`src/hw/rtl/adam_pkg.sv`:
```
// shared constants, types and arithmetic step functions of the adam update block
package adam_pkg;

    localparam int FRAC = 24;
    localparam logic [24:0] ONE_Q24 = 25'd16777216;
    localparam logic [23:0] MASK24 = 24'hFFFFFF;
    localparam logic [30:0] MASK31 = 31'h7FFFFFFF;

    localparam logic [23:0] LR_RESET = 24'd16777;
    localparam logic [23:0] B1_RESET = 24'd15099494;
    localparam logic [23:0] B2_RESET = 24'd16760439;

    localparam logic [1:0] REG_LR = 2'd0;
    localparam logic [1:0] REG_B1 = 2'd1;
    localparam logic [1:0] REG_B2 = 2'd2;

    localparam logic CMD_BEGIN = 1'b0;
    localparam logic CMD_ELEM  = 1'b1;

    // register stages in front of the output register
    localparam int NUM_STAGES = 27;

    typedef struct packed {
        logic [29:0] rem;
        logic [27:0] root;
        logic [55:0] x;
    } sqrt_state_t;

    typedef struct packed {
        logic [28:0] rem;
        logic [55:0] nq;
    } div_state_t;

    typedef struct packed {
        logic in_valid;
        logic busy;
        logic out_ready;
        logic last_elem;
    } pipe_ctl_t;

    // one digit of the restoring square root, two radicand bits a step
    function automatic sqrt_state_t sqrt_step(sqrt_state_t s);
        logic [31:0] r2;
        logic [31:0] trial;
        sqrt_state_t o;
        r2 = {s.rem, s.x[55:54]};
        trial = {2'b00, s.root, 2'b01};
        o.x = {s.x[53:0], 2'b00};
        if (r2 >= trial) begin
            o.rem = 30'(r2 - trial);
            o.root = {s.root[26:0], 1'b1};
        end else begin
            o.rem = r2[29:0];
            o.root = {s.root[26:0], 1'b0};
        end
        return o;
    endfunction

    // one quotient bit of the restoring divider; a zero divisor gives all ones
    function automatic div_state_t div_step(div_state_t s, logic [28:0] den);
        logic [29:0] r2;
        div_state_t o;
        r2 = {s.rem, s.nq[55]};
        if (r2 >= {1'b0, den}) begin
            o.rem = 29'(r2 - {1'b0, den});
            o.nq = {s.nq[54:0], 1'b1};
        end else begin
            o.rem = r2[28:0];
            o.nq = {s.nq[54:0], 1'b0};
        end
        return o;
    endfunction

endpackage

```
`src/hw/rtl/adam_pipe_ctrl.sv`:
```
// valid bits and per-stage load enables of the stallable update pipeline
module adam_pipe_ctrl #(
    parameter int NUM_STAGES = adam_pkg::NUM_STAGES
) (
    input  logic                  aclk,
    input  logic                  aresetn,
    input  adam_pkg::pipe_ctl_t   ctl,
    output logic [NUM_STAGES:0]   ld,
    output logic [NUM_STAGES-1:0] stage_valid,
    output logic                  in_ready,
    output logic                  out_valid
);
    import adam_pkg::*;

    logic [NUM_STAGES-1:0] valid_reg, valid_next;
    logic                  out_valid_reg, out_valid_next;
    logic [NUM_STAGES:0]   rdy;

    always_comb begin
        rdy[NUM_STAGES] = !out_valid_reg || ctl.out_ready;
        for (int k = NUM_STAGES - 1; k >= 0; k--) begin
            rdy[k] = !valid_reg[k] || rdy[k+1];
        end
        in_ready = rdy[0] && !ctl.busy;
        ld[0] = ctl.in_valid && in_ready;
        for (int k = 1; k <= NUM_STAGES; k++) begin
            ld[k] = valid_reg[k-1] && rdy[k];
        end
        for (int k = 0; k < NUM_STAGES; k++) begin
            valid_next[k] = ld[k] || (valid_reg[k] && !rdy[k+1]);
        end
        out_valid_next = (ld[NUM_STAGES] && ctl.last_elem) ||
                         (out_valid_reg && !ctl.out_ready);
    end

    always_ff @(posedge aclk) begin
        if (!aresetn) begin
            valid_reg <= '0;
            out_valid_reg <= 1'b0;
        end else begin
            valid_reg <= valid_next;
            out_valid_reg <= out_valid_next;
        end
    end

    assign stage_valid = valid_reg;
    assign out_valid = out_valid_reg;

endmodule

```
`config.mk`:
```
export PLATFORM = sky130hd
export DESIGN_NAME = adam_pipe_ctrl
export DESIGN_NICKNAME = d
export VERILOG_FILES = /design/src/hw/rtl/adam_pkg.sv /design/src/hw/rtl/adam_pipe_ctrl.sv
export SDC_FILE = /design/constraint.sdc
export NUM_CORES = 1
export LEC_CHECK = 0
export BUFFER_PORTS_ARGS = -buffer_cell sky130_fd_sc_hd__buf_2
export CORE_ASPECT_RATIO = 1.75
export CORE_MARGIN = 5
export CORE_UTILIZATION = 49
export CTS_BUF_LIST = sky130_fd_sc_hd__clkbuf_4 sky130_fd_sc_hd__clkbuf_8 sky130_fd_sc_hd__clkbuf_16
export DETAILED_ROUTE_END_ITERATION = 8
export PLACE_DENSITY = 0.84
export SLEW_MARGIN = 30
export SYNTH_ARGS = -nofsm -noshare
export SYNTH_HDL_FRONTEND = slang
export SYNTH_SLANG_ARGS = --single-unit
```
`constraint.sdc`:
```
create_clock -name aclk -period 3.3 [get_ports aclk]
set_input_delay 0.33 -clock aclk [delete_from_list [all_inputs] [get_ports aclk]]
set_output_delay 0.33 -clock aclk [all_outputs]
set_load 0.1 [all_outputs]
```
# Word level (Yosys, flattened, before mapping)
# Cells that the tools add are included.
# W data, S select, Z words.
# totals
in_bits	6
elab_cells	173
out_inout_bits	57
regBits	28
# classes
n_reduce_logical	171
# ops
cell	count
$logic_and A1 B1 Y1	58
$logic_not A1 Y1	57
$logic_or A1 B1 Y1	56

# Longest topological paths before layout
# Gate-level depths: netlist of run 1.
# logic_depth
word_depth	32
ltp_mapped	5

# Worst setup path before layout of run 1
# OpenSTA, ideal clock, no wires.
# synth_path
kind	reg2out
start	register valid_reg[9] (netlist: stage_valid[9])
end	output port ld[1]
path_slack_ns	-0.574
path_stages_with_launch	5
arrival_time_ns	3.544
path_buffers	0
required_time_ns	2.970
cell_sequence	dfxtp_1 nand4_1 or2_2 nor4_4 a21boi_0
# synth_between
elab_chain_len	11
# synth_lines
item	line_no	rtl
from (decl)	adam_pipe_ctrl.sv:15	logic [NUM_STAGES-1:0] valid_reg, valid_next;
from (signal assigned)	adam_pipe_ctrl.sv:41	valid_reg <= valid_next;
$logic_not A1 Y1	adam_pipe_ctrl.sv:22	rdy[k] = !valid_reg[k] || rdy[k+1];
$logic_or A1 B1 Y1 (9 in a row)	adam_pipe_ctrl.sv:22	
$logic_and A1 B1 Y1	adam_pipe_ctrl.sv:27	ld[k] = valid_reg[k-1] && rdy[k];
to (decl)	adam_pipe_ctrl.sv:8	output logic [NUM_STAGES:0] ld,
# Every way passes these cells.

# Worst setup path after layout of run 1
# layout_path
start	register valid_reg[21] (netlist: stage_valid[21])
end	output port ld[5]
# layout_between
elab_chain_len	19
# layout_lines
item	line_no
$logic_not A1 Y1	adam_pipe_ctrl.sv:22
$logic_or A1 B1 Y1 (17 in a row)	adam_pipe_ctrl.sv:22
$logic_and A1 B1 Y1	adam_pipe_ctrl.sv:27
# Every way passes these cells.

==> run metrics, run 1 <==
top cells by area, synth=dfxtp_1, o21a_1, nor2b_1, nor2_1, a21boi_0; n_diodes=0; worst setup margin=0.587 ns; Vias per Instance=5.47; TritonCTS buffer count=3; share of cells above drive strength 1=0.351; fin cells=238; Final Max Slew Viols=0; Ys Warns=0; DIE AREA=3860 um^2; GP Congestion=0.751; chip width=49.1 um; Clock Latency Late Sink=0.26 ns; Worst-path clk slew=0.08 ns; synthesized area per cell=8.82 um^2; status=completed; Leak Pwr=0.884 nW; area grow syn2layout=28.2%; Pwr Density=331 nW/um^2; root buf cell=clkbuf_8; Final Hold Viols=0; crit path capture type=primary output; crit start category=flip-flop; crit-path cells=nand4_2 > or4_1 > nor4_2 > nor2b_1 > buf_2; max-cap violations=0; WL/cell=12.7 um; PostCTS Resize Cnt=0; syn nets=155; RSZ-0062 raised after global routing=false; Buf/Inv on CP=1; distinct cell type count after synthesis=31; met3 usage=0.0266; Die H=78.5 um; crit path DAT=2.38 ns; worst-margin pin slew=0.663 ns; Detail Route Antenna Nets=0; CTS Sinks=28; clock buffer depth=2; Gate Count Post-Synth=149; fin crit share=0.822; worst-path fanout max=10; CTS H-tree depth=1; CP top delay family=simple AND/OR/NAND/NOR gates; Max Clock Freq=369 MHz; M1 GR Usage=0.162; slew margin rel.=0.554; Rows=25; drt drc=0; Seq cells post-synth=28; hpwl dp=2390 um; CTS tree=built; Post-Route WL=3030 um; GRT overflow=0; vias=1301; Place WS=0.846 ns; met2 Usage GRT=0.287; initial core utilization=0.500; initial drt markers=21; Setup CP Type=reg2out; number of global-route vias before repair=1168; Post CTS Setup Buffer Count=0; IO Count=63; largest net degree at the start of global routing=20; initial antenna violation count=0; Setup TNS=0 ns; Setup Skew=0.00203 ns; WP data required=2.97 ns; global-route usage over all layers=0.151; CP max-delay cell=or4_1; number of flip-flops in the largest register=27; DP Area=1640 um^2; Nets=219; Worst path max stage delay=0.77 ns; # setup viols final=0; post-synth top area share=0.427; sequential area share after synthesis=0.427; core box area=2630 um^2; dpl cells=235; worst vdd ir=0.236 mV; power consumption=0.000557 W; hold_buf cts=0; Period minus WS final=2.71 ns; first-pass GRT wire length=4940 um; I/O Buffers=62; gr busiest metal=met2; Final Cell Area=1680 um^2; Hold WC Path Type=in2reg; Initial DRT Pass Iterations=4; Synth Cell Area=1310 um^2; area leader, netlist=dfxtp_1
-- cells in the final DEF, fill, tap and decap left out, drive strengths merged, types with 3 or more instances in the layout --
| master | n |
|---|---|
| buf | 63 |
| dfxtp | 28 |
| nor2 | 22 |
| nor2b | 14 |
| o21a | 13 |
| nand2 | 11 |
| a21boi | 8 |
| nor4 | 7 |
| nor3 | 6 |
| a21oi | 6 |
| nand3 | 4 |
| and2 | 4 |
| inv | 3 |
| clkbuf | 3 |
-- worst paths after layout --
check	from	end	slack (ns)	cells past startpoint
worst max-delay path	stage_valid[21]$_SDFF_PN0_	ld[5]	0.59	5
worst min-delay path	ctl[0]	out_valid$_SDFF_PN0_	0.31	3
worst max register to register	stage_valid[21]$_SDFF_PN0_	stage_valid[5]$_SDFF_PN0_	1.34	4
worst min register to register	stage_valid[3]$_SDFF_PN0_	stage_valid[4]$_SDFF_PN0_	0.50	1
-- routing by layer --
metal | share of wire | wire length, um
met1 | 0.39 | 1180
met2 | 0.53 | 1600
met3 | 0.074 | 225
met4 | 0.0069 | 21
met5 | 0 | 0
-- power breakdown --
part	internal [W]	total [W]	switching, W	leakage [nW]
combinational	0.00000832	0.0000458	0.0000375	0.637
clock	0.0000815	0.000171	0.0000895	0.0216
sequential	0.000339	0.000340	0.00000169	0.226
-- kinds of logic after synthesis --
group,after synthesis,synth area share
and+or+nand+nor,81,0.369
AOI/OAI and AO/OA,33,0.179
DFF,28,0.427
buffers and inverters,7,0.0257
-- stage by stage --
step	util	hold WS (ns)
final	0.641	0.310
after global routing	0.641	0.315
after CTS	0.641	0.305
after detailed placement	0.625	0.492
after global placement	0.625	0.488
after floorplan	-	0.470
-- tightest hold or removal path, cell delays in order --
cell,delay [ns]
buf_2,0.09
nand2_1,0.05
a21oi_1,0.06
-- cell type report --
type / count / area [um^2]
repair buffers: 63 / 318
fillers: 237 / 943
well taps: 27 / 33.8
clock buffers: 3 / 41.3
inverters: 3 / 11.3
multi-input cells: 114 / 719
flip-flops and latches: 28 / 561
-- cells in the mapped netlist --
master    instances
and3_1            1
nor2b_1          14
o31ai_1           1
a41oi_1           1
nor3_1            6
nand2b_1          2
nor4_2            2
or4_1             1
and4_1            2
and2_1            4
nand3_1           4
nor4_1            3
nor2_1           22
and3b_1           1
or2_2             2
dfxtp_1          28
nand3b_1          1
inv_1             3
nand4_2           1
a31oi_1           2
buf_6             1
clkbuf_1          3
a21oi_1           6
a41o_1            1
a22o_1            1
nand4_1           1
a21boi_0          8
o21a_1           13
nand3b_4          1
nand2_1          11
nor4_4            2
Note: power is estimated with default switching activity, not from simulation.
==> run 2, diff against run 1 <==
- CORE_UTILIZATION: 49 -> 45
- PLACE_DENSITY: 0.84 -> 0.78
- clock period: 3.3 -> 2.75 ns (I/O delays scaled with it)
==> run metrics, run 2 (synthesized netlist as in run 1, its figures left out) <==
initial core utilization=0.459; I/O Buffers=62; Worst path max stage delay=0.66 ns; most common cell after layout, fill and taps aside=buf_2; CP max-delay cell=or4_4; largest net degree at the start of global routing=20; # setup viols final=0; CTS Sinks=28; worst vdd ir=0.305 mV; crit-path cells=nand4_2 > or4_4 > nor4_2 > nor2b_2 > buf_2; worst-path fanout max=10; sw frac=0.243; worst-margin pin slew=0.721 ns; core box area=2860 um^2; Comb pwr share=0.083; Nets=219; IO Count=63; TritonCTS buffer count=3; max-cap violations=0; Die H=81.5 um; worst setup margin=0.254 ns; status=completed; WL/cell=13.7 um; Setup CP Type=reg2out; n_diodes=0; CP top delay family=simple AND/OR/NAND/NOR gates; Vias per Instance=5.51; Hold WC Path Type=in2reg; crit path DAT=2.22 ns; clock buffer depth=2; Post CTS Setup Buffer Count=0; Post-Route WL=3270 um; hpwl dp=2620 um; Clock Power Share=0.316; Buf/Inv on CP=1; crit start category=flip-flop; Internal=0.000515 W; Final Max Slew Viols=0; Detail Route Antenna Nets=0; share of cells above drive strength 1=0.531; Final Hold Viols=0; CTS H-tree depth=1; WHS=0.255 ns; area grow syn2layout=35.0%; DIE AREA=4140 um^2; Initial DRT Pass Iterations=4; Period minus WS final=2.50 ns; Max Clock Freq=401 MHz; drt drc=0; most frequent cells in the layout=buf_2, nor2_1, dfxtp_2, o21a_1, nand2_1; Clock Latency Late Sink=0.27 ns; initial antenna violation count=0; Setup Skew=0.00597 ns; global-route usage over all layers=0.160; GP Congestion=0.755; RSZ-0062 raised after global routing=false; first-pass GRT wire length=5380 um; vias=1317; Worst-path clk slew=0.09 ns; Leak Pwr=0.897 nW; WP data required=2.48 ns; root buf cell=clkbuf_8; number of global-route vias before repair=1252; CTS tree=built; register-to-register setup slack=0.96 ns; slew margin rel.=0.515; fin crit share=0.908; initial drt markers=26; GRT overflow=0; number of flip-flops in the largest register=27; Pwr Density=384 nW/um^2; Net Switching=0.000165 W; crit path capture type=primary output; Rows=26; chip width=50.8 um; Reg power frac=0.601; Place WS=0.350 ns
-- run 2: cell counts in the layout (fill, tap and decap cells not counted) --
Identical to the previous run, type by type.
-- run 2: worst register-to-register path, cell delays in order (launching register included) --
cell,delay (ns)
dfxtp_2,0.40
nand4_2,0.14
or4_4,0.66
nor4_2,0.39
o21a_1,0.15
-- run 2: what timing repair did --
action,4_1_cts,5_1_grt
endpoints found under the setup margin,0,2
endpoints found under the hold margin,0,0
resized for setup,0,1
hold buffers,0,0
-- run 2: path summary, 6_finish.rpt --
check / startpoint / end / cells past startpoint
worst max register to register: stage_valid[21]$_SDFF_PN0_ / stage_valid[5]$_SDFF_PN0_ / 4
worst min-delay path: ctl[0] / out_valid$_SDFF_PN0_ / 3
worst max-delay path: stage_valid[21]$_SDFF_PN0_ / ld[5] / 5
worst min register to register: stage_valid[7]$_SDFF_PN0_ / stage_valid[8]$_SDFF_PN0_ / 1
-- run 2: through the flow --
| step | utilization | area (um^2) | TNS (ns) | instances | power, W |
|---|---|---|---|---|---|
| 2_1_floorplan | - | 1400 | -0.0547 | 149 | 0.000465 |
| 3_3_place_gp | 0.604 | 1730 | 0 | 236 | 0.000475 |
| 3_5_place_dp | 0.604 | 1730 | 0 | 236 | 0.000475 |
| 4_1_cts | 0.618 | 1770 | 0 | 239 | 0.000686 |
| 5_1_grt | 0.620 | 1770 | 0 | 239 | 0.000703 |
| 6_report | 0.620 | 1770 | 0 | 239 | 0.000680 |
-- run 2: layer usage --
metal	routed length, um	GRT usage	vias up
met5	0	0	-
met4	19	0.0563	0
met3	227	0.0181	2
met2	1790	0.303	41
met1	1230	0.176	621
li1	-	-	653
-- run 2: layout make-up --
type / count / area (um^2)
fill: 264 / 1090
tap: 28 / 35.0
clock buffer: 3 / 41.3
timing repair buffer: 63 / 318
inverter: 3 / 11.3
sequential: 28 / 583
multi-input combinational: 114 / 786
-- run 2: power by group through the flow --
stage,clock network (W),logic (W),registers [W]
after floorplan,0,0.0000357,0.000429
after global placement,0,0.0000565,0.000418
after detailed placement,0,0.0000568,0.000418
after CTS,0.000220,0.0000569,0.000409
after global routing,0.000235,0.0000586,0.000409
final,0.000215,0.0000566,0.000409
